## src/design/tbu_pkg.sv

```systemverilog
// ----------------------------------------------------------------------------
// tbu_pkg
// Shared widths, command codes and payload types of the transformed box union.
// ----------------------------------------------------------------------------
package tbu_pkg;

    localparam int FIELD_W   = 32;
    localparam int COORD_W   = 32;
    localparam int FRAC_BITS = 16;
    localparam int AXES      = 3;
    localparam int COLS      = 4;
    localparam int COL_IDX_W = $clog2(COLS);
    localparam int PROD_W    = 2 * FIELD_W;
    localparam int TERM_W    = PROD_W - FRAC_BITS;
    localparam int SUM_W     = TERM_W + 2;
    localparam int Q_DEPTH   = 4;
    localparam int Q_AW      = $clog2(Q_DEPTH);

    localparam logic CMD_LOAD = 1'b0;
    localparam logic CMD_BOX  = 1'b1;

    typedef logic signed [FIELD_W-1:0] field_t;
    typedef logic signed [TERM_W-1:0]  term_t;
    typedef logic signed [SUM_W-1:0]   sum_t;
    typedef logic signed [COORD_W-1:0] coord_t;

    localparam coord_t COORD_MAX = {1'b0, {(COORD_W-1){1'b1}}};
    localparam coord_t COORD_MIN = {1'b1, {(COORD_W-1){1'b0}}};
    localparam sum_t   SUM_CMAX  = {{(SUM_W-COORD_W){1'b0}}, COORD_MAX};
    localparam sum_t   SUM_CMIN  = {{(SUM_W-COORD_W){1'b1}}, COORD_MIN};

    // terms indexed [row][col]
    typedef struct packed {
        term_t  [AXES-1:0][AXES-1:0] term_lo;
        term_t  [AXES-1:0][AXES-1:0] term_hi;
        field_t [AXES-1:0]           trans;
        logic                        last;
        logic                        invalid;
    } term_pkt_t;

endpackage

```

## src/design/tbu_out_if.sv

```systemverilog
// ----------------------------------------------------------------------------
// tbu_out_if
// Result channel: union bounds and group flags.
// ----------------------------------------------------------------------------
interface tbu_out_if import tbu_pkg::*; ();

    logic   valid;
    logic   ready;
    field_t union_min_x;
    field_t union_min_y;
    field_t union_min_z;
    field_t union_max_x;
    field_t union_max_y;
    field_t union_max_z;
    logic   nonempty;
    logic   overflow;
    logic   input_invalid;

    modport source (
        output valid, union_min_x, union_min_y, union_min_z,
               union_max_x, union_max_y, union_max_z, nonempty, overflow, input_invalid,
        input  ready
    );

    modport sink (
        input  valid, union_min_x, union_min_y, union_min_z,
               union_max_x, union_max_y, union_max_z, nonempty, overflow, input_invalid,
        output ready
    );

endinterface

```

## src/design/tbu_back.sv

```systemverilog
// ----------------------------------------------------------------------------
// tbu_back
// Sums the extreme corner terms per axis, saturates, folds into the running
// union and emits the union on the last box of a group.
// ----------------------------------------------------------------------------
module tbu_back import tbu_pkg::*;
(
    input  logic      clk,
    input  logic      rst_n,
    input  logic      pkt_valid,
    output logic      pkt_ready,
    input  term_pkt_t pkt,
    tbu_out_if.source result
);

    sum_t   s1_min_reg [AXES];
    sum_t   s1_max_reg [AXES];
    sum_t   s1_min_next [AXES];
    sum_t   s1_max_next [AXES];
    logic   s1_last_reg;
    logic   s1_invalid_reg;
    logic   s1_valid_reg;

    coord_t low_reg [AXES];
    coord_t high_reg [AXES];
    coord_t low_next [AXES];
    coord_t high_next [AXES];
    logic   ovf_seen_reg;
    logic   inv_seen_reg;
    logic   ovf_now;

    logic   out_valid_reg;
    field_t out_min_reg [AXES];
    field_t out_max_reg [AXES];
    logic   out_nonempty_reg;
    logic   out_ovf_reg;
    logic   out_inv_reg;
    logic   nonempty_next;

    logic   fold_ok;
    logic   fold;
    logic   take;

    assign fold_ok   = !s1_last_reg || !out_valid_reg || result.ready;
    assign fold      = s1_valid_reg && fold_ok;
    assign pkt_ready = !s1_valid_reg || fold_ok;
    assign take      = pkt_valid && pkt_ready;

    always_comb
    begin
        term_t a;
        term_t b;
        for (int r = 0; r < AXES; r++)
        begin
            s1_min_next[r] = {{(SUM_W-FIELD_W){pkt.trans[r][FIELD_W-1]}}, pkt.trans[r]};
            s1_max_next[r] = s1_min_next[r];
            for (int c = 0; c < AXES; c++)
            begin
                a = pkt.term_lo[r][c];
                b = pkt.term_hi[r][c];
                if (a < b)
                begin
                    s1_min_next[r] = s1_min_next[r] + {{(SUM_W-TERM_W){a[TERM_W-1]}}, a};
                    s1_max_next[r] = s1_max_next[r] + {{(SUM_W-TERM_W){b[TERM_W-1]}}, b};
                end
                else
                begin
                    s1_min_next[r] = s1_min_next[r] + {{(SUM_W-TERM_W){b[TERM_W-1]}}, b};
                    s1_max_next[r] = s1_max_next[r] + {{(SUM_W-TERM_W){a[TERM_W-1]}}, a};
                end
            end
        end
    end

    always_comb
    begin
        coord_t smin;
        coord_t smax;
        ovf_now       = 1'b0;
        nonempty_next = 1'b1;
        for (int r = 0; r < AXES; r++)
        begin
            smin = s1_min_reg[r][COORD_W-1:0];
            smax = s1_max_reg[r][COORD_W-1:0];
            if (s1_min_reg[r] < SUM_CMIN)
            begin
                smin    = COORD_MIN;
                ovf_now = 1'b1;
            end
            else if (s1_min_reg[r] > SUM_CMAX)
            begin
                smin    = COORD_MAX;
                ovf_now = 1'b1;
            end
            if (s1_max_reg[r] > SUM_CMAX)
            begin
                smax    = COORD_MAX;
                ovf_now = 1'b1;
            end
            else if (s1_max_reg[r] < SUM_CMIN)
            begin
                smax    = COORD_MIN;
                ovf_now = 1'b1;
            end
            low_next[r]  = (smin < low_reg[r])  ? smin : low_reg[r];
            high_next[r] = (smax > high_reg[r]) ? smax : high_reg[r];
            if (low_next[r] > high_next[r])
            begin
                nonempty_next = 1'b0;
            end
        end
    end

    always_ff @(posedge clk or negedge rst_n)
    begin
        if (!rst_n)
        begin
            s1_valid_reg  <= 1'b0;
            out_valid_reg <= 1'b0;
            ovf_seen_reg  <= 1'b0;
            inv_seen_reg  <= 1'b0;
            for (int r = 0; r < AXES; r++)
            begin
                low_reg[r]  <= COORD_MAX;
                high_reg[r] <= COORD_MIN;
            end
        end
        else
        begin
            if (pkt_ready)
            begin
                s1_valid_reg <= pkt_valid;
            end
            if (fold && s1_last_reg)
            begin
                out_valid_reg <= 1'b1;
            end
            else if (result.ready)
            begin
                out_valid_reg <= 1'b0;
            end
            if (fold)
            begin
                if (s1_last_reg)
                begin
                    ovf_seen_reg <= 1'b0;
                    inv_seen_reg <= 1'b0;
                    for (int r = 0; r < AXES; r++)
                    begin
                        low_reg[r]  <= COORD_MAX;
                        high_reg[r] <= COORD_MIN;
                    end
                end
                else
                begin
                    ovf_seen_reg <= ovf_seen_reg || ovf_now;
                    inv_seen_reg <= inv_seen_reg || s1_invalid_reg;
                    low_reg      <= low_next;
                    high_reg     <= high_next;
                end
            end
        end
    end

    always_ff @(posedge clk)
    begin
        if (take)
        begin
            s1_min_reg     <= s1_min_next;
            s1_max_reg     <= s1_max_next;
            s1_last_reg    <= pkt.last;
            s1_invalid_reg <= pkt.invalid;
        end
        if (fold && s1_last_reg)
        begin
            for (int r = 0; r < AXES; r++)
            begin
                out_min_reg[r] <= low_next[r][FIELD_W-1:0];
                out_max_reg[r] <= high_next[r][FIELD_W-1:0];
            end
            out_nonempty_reg <= nonempty_next;
            out_ovf_reg      <= ovf_seen_reg || ovf_now;
            out_inv_reg      <= inv_seen_reg || s1_invalid_reg;
        end
    end

    assign result.valid         = out_valid_reg;
    assign result.union_min_x   = out_min_reg[0];
    assign result.union_min_y   = out_min_reg[1];
    assign result.union_min_z   = out_min_reg[2];
    assign result.union_max_x   = out_max_reg[0];
    assign result.union_max_y   = out_max_reg[1];
    assign result.union_max_z   = out_max_reg[2];
    assign result.nonempty      = out_nonempty_reg;
    assign result.overflow      = out_ovf_reg;
    assign result.input_invalid = out_inv_reg;

endmodule
```

## src/flat_wrapper.sv

```systemverilog
// flat-port wrapper written by rule: the top's interface ports become plain ports
module tbu_back_flat import tbu_pkg::*;
  (clk, rst_n, pkt_valid, pkt_ready, pkt, result_valid, result_union_min_x, result_union_min_y, result_union_min_z, result_union_max_x, result_union_max_y, result_union_max_z, result_nonempty, result_overflow, result_input_invalid, result_ready);
  tbu_out_if result_i ();
  input  logic clk;
  input  logic rst_n;
  input  logic pkt_valid;
  output logic pkt_ready;
  input  term_pkt_t pkt;
  output wire logic [$bits(result_i.valid)-1:0] result_valid;
  output wire logic [$bits(result_i.union_min_x)-1:0] result_union_min_x;
  output wire logic [$bits(result_i.union_min_y)-1:0] result_union_min_y;
  output wire logic [$bits(result_i.union_min_z)-1:0] result_union_min_z;
  output wire logic [$bits(result_i.union_max_x)-1:0] result_union_max_x;
  output wire logic [$bits(result_i.union_max_y)-1:0] result_union_max_y;
  output wire logic [$bits(result_i.union_max_z)-1:0] result_union_max_z;
  output wire logic [$bits(result_i.nonempty)-1:0] result_nonempty;
  output wire logic [$bits(result_i.overflow)-1:0] result_overflow;
  output wire logic [$bits(result_i.input_invalid)-1:0] result_input_invalid;
  input wire logic [$bits(result_i.ready)-1:0] result_ready;
  assign result_valid = result_i.valid;
  assign result_union_min_x = result_i.union_min_x;
  assign result_union_min_y = result_i.union_min_y;
  assign result_union_min_z = result_i.union_min_z;
  assign result_union_max_x = result_i.union_max_x;
  assign result_union_max_y = result_i.union_max_y;
  assign result_union_max_z = result_i.union_max_z;
  assign result_nonempty = result_i.nonempty;
  assign result_overflow = result_i.overflow;
  assign result_input_invalid = result_i.input_invalid;
  assign result_i.ready = result_ready;
  tbu_back u_core (.clk(clk), .rst_n(rst_n), .pkt_valid(pkt_valid), .pkt_ready(pkt_ready), .pkt(pkt), .result(result_i));
endmodule
```

## config.mk

```make
export PLATFORM = sky130hd
export DESIGN_NAME = tbu_back_flat
export DESIGN_NICKNAME = d
export VERILOG_FILES = /design/src/design/tbu_pkg.sv /design/src/design/tbu_out_if.sv /design/src/design/tbu_back.sv /design/src/flat_wrapper.sv
export SDC_FILE = /design/constraint.sdc
export NUM_CORES = 2
export LEC_CHECK = 0
export ABC_AREA = 1
export BUFFER_PORTS_ARGS = -buffer_cell sky130_fd_sc_hd__buf_4
export CORE_MARGIN = 8
export CORE_UTILIZATION = 25
export CTS_BUF_LIST = sky130_fd_sc_hd__clkbuf_16
export DETAILED_ROUTE_END_ITERATION = 8
export MAX_ROUTING_LAYER = met4
export PLACE_DENSITY = 0.5
export SETUP_SLACK_MARGIN = 0.05
export SYNTH_ARGS = -nofsm -noshare
export SYNTH_HDL_FRONTEND = slang
export SYNTH_SLANG_ARGS = --single-unit
export TNS_END_PERCENT = 5
```

## constraint.sdc

```tcl
create_clock -name clk -period 8.3 [get_ports clk]
set_input_delay 0.83 -clock clk [delete_from_list [all_inputs] [get_ports clk]]
set_output_delay 0.83 -clock clk [all_outputs]
set_load 0.02 [all_outputs]
```

======== After elaboration in Yosys (flattened, before gate mapping) ========
Memories as Yosys holds them, arrays and structs flattened.
Cells that the tools add are included.
storage, ports and cells
  bits in writable memories ............... 192
  memories kept ........................... 2
  register bits after elaboration ......... 501
  output and inout port bits .............. 197
operators by class
  reductions and logical operators ........ 13
  add/sub/neg operators ................... 30
  muxes and demuxes ....................... 57
  magnitude comparators ................... 30
memories
  memory              words  width  read ports  clocked after memory_dff  wr ports  RTL line        text
  u_core.out_max_reg  3      32     3           0                         3         tbu_back.sv:34  field_t out_max_reg [AXES];
  u_core.out_min_reg  3      32     3           0                         3         tbu_back.sv:33  field_t out_min_reg [AXES];
operators by type and width
  kind                                                              count
  adder 50 bit                                                      24
  2-to-1 mux 50 bit                                                 18
  2-to-1 mux 32 bit                                                 18
  less-than comparator 48 bit                                       9
  greater-than comparator 50 x 32 -> 1 bit (second input constant)  6
  less-than comparator 50 x 32 -> 1 bit (second input constant)     6
  adder 32 x 48 -> 49 bit                                           6
  greater-than comparator 32 bit                                    6
  2-to-1 mux 96 bit                                                 2
  less-than comparator 32 bit                                       3
  2-to-1 mux 1 bit                                                  19
  logical OR 1 bit                                                  5
  logical AND 1 bit                                                 3
  logical NOT 1 bit                                                 3
  nonzero test 2 bit                                                1
  OR reduction 2 bit                                                1

======== Logic depth before layout (Yosys ltp) ========
  depth after elaboration ................. 15
  depth in mapped cells ................... 52
  mapped depth without buffers ............ 51

======== Worst setup path before layout ========
No wires, ideal clock.
  path kind ............................... input-to-reg
  from .................................... input port result_ready
  to ...................................... register u_core.s1_invalid_reg (enable)
  data required time ...................... 7.648 ns
  stages .................................. 4
  path buffers ............................ 0
  setup slack ............................. 0.619 ns
  data arrival time ....................... 7.029 ns
  path through ............................ inv_1 -> nand4_1 -> nand2_1 -> inv_1
between the ends
  word-level cells in the longest chain between the ends .. 3
ends and longest elaborated chain
  item                    RTL line            text
  start: declaration      flat_wrapper.sv:20  input wire logic [$bits(result_i.ready)-1:0] result_ready;
  logical OR 1 bit        tbu_back.sv:44      assign fold_ok = !s1_last_reg || !out_valid_reg || result.ready;
  logical OR 1 bit        tbu_back.sv:46      assign pkt_ready = !s1_valid_reg || fold_ok;
  via pkt_ready           flat_wrapper.sv:8   output logic pkt_ready;
  logical AND 1 bit       tbu_back.sv:47      assign take = pkt_valid && pkt_ready;
  via u_core.take         tbu_back.sv:42      logic take;
  end signal: assignment  tbu_back.sv:172     s1_invalid_reg <= pkt.invalid;
  end: declaration        tbu_back.sv:21      logic s1_invalid_reg;
The timed path passes the listed nets, and every way through them passes these cells.
A chain may end at the register's enable or synchronous reset.

======== Worst setup path after layout ========
  from .................................... register u_core.s1_max_reg[99] (netlist bit)
  to ...................................... register u_core.out_nonempty_reg, in the netlist u_core.result.nonempty (data pin)
between the ends
  word-level cells in the longest chain between the ends .. 7
  elaborated cells between the ends (all ways) .. 8
ends and longest elaborated chain
  item                                   RTL line         text
  start: declaration                     tbu_back.sv:17   sum_t s1_max_reg [AXES];
  start signal: assignment               tbu_back.sv:170  s1_max_reg <= s1_max_next;
  less-than comparator 50 x 32 -> 1 bit  tbu_back.sv:100  else if (s1_max_reg[r] < SUM_CMIN)
  2-to-1 mux 32 bit                      tbu_back.sv:100
  2-to-1 mux 32 bit *                    tbu_back.sv:95   if (s1_max_reg[r] > SUM_CMAX)
  greater-than comparator 32 bit         tbu_back.sv:106  high_next[r] = (smax > high_reg[r]) ? smax : high_reg[r];
  2-to-1 mux 32 bit *                    tbu_back.sv:106
  greater-than comparator 32 bit *       tbu_back.sv:107  if (low_next[r] > high_next[r])
  OR reduction 2 bit (no source line) *  -
  end signal: assignment                 tbu_back.sv:181  out_nonempty_reg <= nonempty_next;
  end: declaration                       tbu_back.sv:35   logic out_nonempty_reg;
Mark *: on every way between the ends. The rest lies on a longest branch, timed or not.

==> impl_metrics.py <==
metrics = {
    "run_status": {
        "status": "finished, final reports clean",
    },
    "place": {
        "place.gp.congestion": 0.981,
        "port_buffers": 1162,
        "dpl.hpwl_mm": 401,
    },
    "synth": {
        "synth_mux_area_frac": 0,
        "synth_xor_area_frac": 0.0804,
        "syn_area_per_cell_sq_um": 7.08,
        "ys_ff_latch": 693,
        "synth_top_area_cell": "ha_1",
        "synth_warnings": 0,
        "syn_nets": 16000,
        "synthCells": 13500,
        "synth_area_sq_mm": 0.0955,
        "synth_cell_types": 81,
        "async_flop_share": 0.283,
        "synth_compound_area_frac": 0.231,
        "synth-main-ff-cell": "edfxtp_1",
        "synth_top_family_by_area": "compound AO/OA/AOI/OAI gates",
        "synthAdderAreaFrac": 0.211,
        "seq_area_frac_synth": 0.209,
        "synth_top_area_frac": 0.207,
        "synth_edf_count": 497,
        "synthSimpleGateAreaFrac": 0.189,
        "synth.top_cells.by_area": "ha_1 21%, edfxtp_1 16%, nand2_1 10%",
    },
    "die": {
        "initial_utilization": 0.250,
        "core_sq_mm": 0.381,
        "rows": 227,
        "die_h_microns": 634,
        "boundaryPins": 1163,
        "die-area_sq_mm": 0.402,
        "fp.dieW_microns": 634,
    },
    "critical_path": {
        "crit_family": "simple AND/OR/NAND/NOR gates",
        "cp_data_required_time_ps": 8960,
        "end_kind": "flip-flop",
        "cp_data_arrival_time_ps": 8410,
        "critPathMaxStageDelay_ps": 1150,
        "cpMaxStageDelayCell": "o21ai_0",
        "path_class": "flip-flop to flip-flop",
        "cp_num_buf_inv": 5,
        "crit_top_cell": "nand2_1",
        "worst-path-max-fanout": 25,
        "startpoint_type": "flip-flop",
    },
    "layout": {
        "drive_gt1_frac": 0.207,
        "fin_nets": 18600,
        "layout_commonest_cell": "buf_4",
        "utilization": 0.328,
        "area_growth_pct": 31.0,
        "layout_common_cells": "2751 x buf_4, 2650 x nand2_1, 1691 x a21oi_1, 1661 x inv_1, 1582 x ha_1",
    },
    "clocking": {
        "path_clk_slew_ps": 60,
        "numCtsBuffers": 95,
        "cts_buffer_depth": 4,
        "htree_levels": 3,
        "insertion_delay_ps": 840,
        "cts_tree": "built",
        "clkSinkCount": 693,
        "root_buffer": "clkbuf_16",
        "cts_hold_buf": 0,
    },
    "route": {
        "drcViolationCount": 0,
        "finalWirelength_mm": 451,
        "viasPerCell": 4.77,
        "wire_per_inst_microns": 21.3,
        "vias": 101000,
        "antenna_left": 0,
        "drt_iter0_drc": 6784,
        "firstDrtPassIters": 7,
    },
    "power": {
        "ir_worst_vdd_v": 0.000329,
        "finalPower_uw": 65200,
        "powerDensity_mw_per_mm2": 521,
        "leakage_uw": 0.0611,
    },
    "timing": {
        "period_share": 0.934,
        "relSlewSlack": 0.0764,
        "setup_viol": 0,
        "finalHoldViolations": 0,
        "rsz0062_at_grt": "no",
        "finClkSkew_ps": 116,
        "post-route-min-period_ps": 7750,
        "worstMarginPinSlew_ps": 1370,
        "drv_slew": 0,
        "max_freq_mhz": 129,
    },
    "worst_hold_path": {
        "hold_class": "input pin to asynchronous set/reset pin",
    },
    "job": {
        "cap_violations": 0,
    },
    "global_routing": {
        "overflow": 0,
        "antenna_found_initial": 85,
        "grt_start_max_net_pins": 163,
        "grt.total_usage": 0.220,
        "grt_pass1_wl_mm": 646,
        "grt_pass1_vias": 98900,
    },
}
## final cells by class
| class | count | area [sq um] |
|---|---|---|
| fill | 41600 | 256000 |
| antenna | 69 | 173 |
| clock inverter | 77 | 674 |
| inverter | 1670 | 6290 |
| clock buffer | 95 | 2380 |
| timing repair inverter | 1 | 7.51 |
| tap | 5038 | 6300 |
| multi-input combinational | 10800 | 68200 |
| timing repair buffer | 2774 | 21100 |
| sequential | 693 | 19900 |
## per-stage QoR
stage	worst slack [ps]	hold WS [ps]	std cells	setup TNS, ps	area (sq um)
4_1_cts	159	39.7	21200	0	125000
3_3_place_gp	-653	515	21000	-11280	122000
3_5_place_dp	-673	518	21000	-11980	122000
5_1_grt	51.4	62.2	21200	0	125000
6_report	550	60.9	21200	0	125000
2_1_floorplan	619	481	13500	0	95500
## path summary, 6_finish.rpt
| path | slack, ps | startpoint | to | cells after the start |
|---|---|---|---|---|
| setup reg to reg | 550 | u_core.s1_max_reg[99] | u_core.result.nonempty | 29 |
| max in group asynchronous | 6770 | rst_n | u_core.low_reg[63] | 2 |
| hold / removal | 60 | rst_n | u_core.high_reg[3] | 1 |
| setup / recovery | 550 | u_core.s1_max_reg[99] | u_core.result.nonempty | 29 |
| hold reg to reg | 530 | u_core.inv_seen_reg | u_core.result.input_invalid | 2 |
| min in group clk | 190 | pkt[1] | u_core.s1_last_reg | 1 |
## power by group
part | total [uW] | internal [uW] | switching [uW]
Sequential | 8330 | 7420 | 912
Clock | 4080 | 2350 | 1720
Combinational | 52800 | 22200 | 30600
Total | 65200 | 32000 | 33200
## logic make-up (layout without fill, tap and decap cells)
family	after synthesis	count (layout)
buffers and inverters	1970	4617
xor gates and xnor gates	871	871
AOI/OAI and AO/OA	3846	3846
other	0	69
and+or+nand+nor	4500	4500
adders and majority gates	1600	1600
DFF	693	693
## cells in the mapped netlist, drive strengths merged (11+ instances only)
library cell  number
buf              109
o21bai            35
o221ai            46
a21boi            58
dfrtp            100
fa                18
o22ai            156
nor4              43
inv             1669
nand4            132
ha              1582
a21o              35
edfxtp           497
a21oi           1767
nand3            234
or2               19
nor3              99
o21a              86
a221oi            11
o2111ai           30
o31ai             29
a211oi            69
o221a             15
xnor2            342
o211ai            98
o21ai           1222
nand2           2697
a31oi            160
nor2            1241
xor2             529
clkbuf           191
dfstp             96
## layer usage
layer / vias to the layer above / routed length [microns] / track usage
met5: - / 0 / -
met4: 0 / 14900 / 0.0592
met3: 409 / 21000 / 0.0279
met2: 2279 / 216000 / 0.376
met1: 46900 / 200000 / 0.273
li1: 51700 / - / -
## what timing repair did
item                       4_1_cts  5_1_grt
buffers inserted                 0        4
setup endpoints to repair        0       34
resized for setup                0       19
Note: power is estimated with default switching activity, not from simulation.
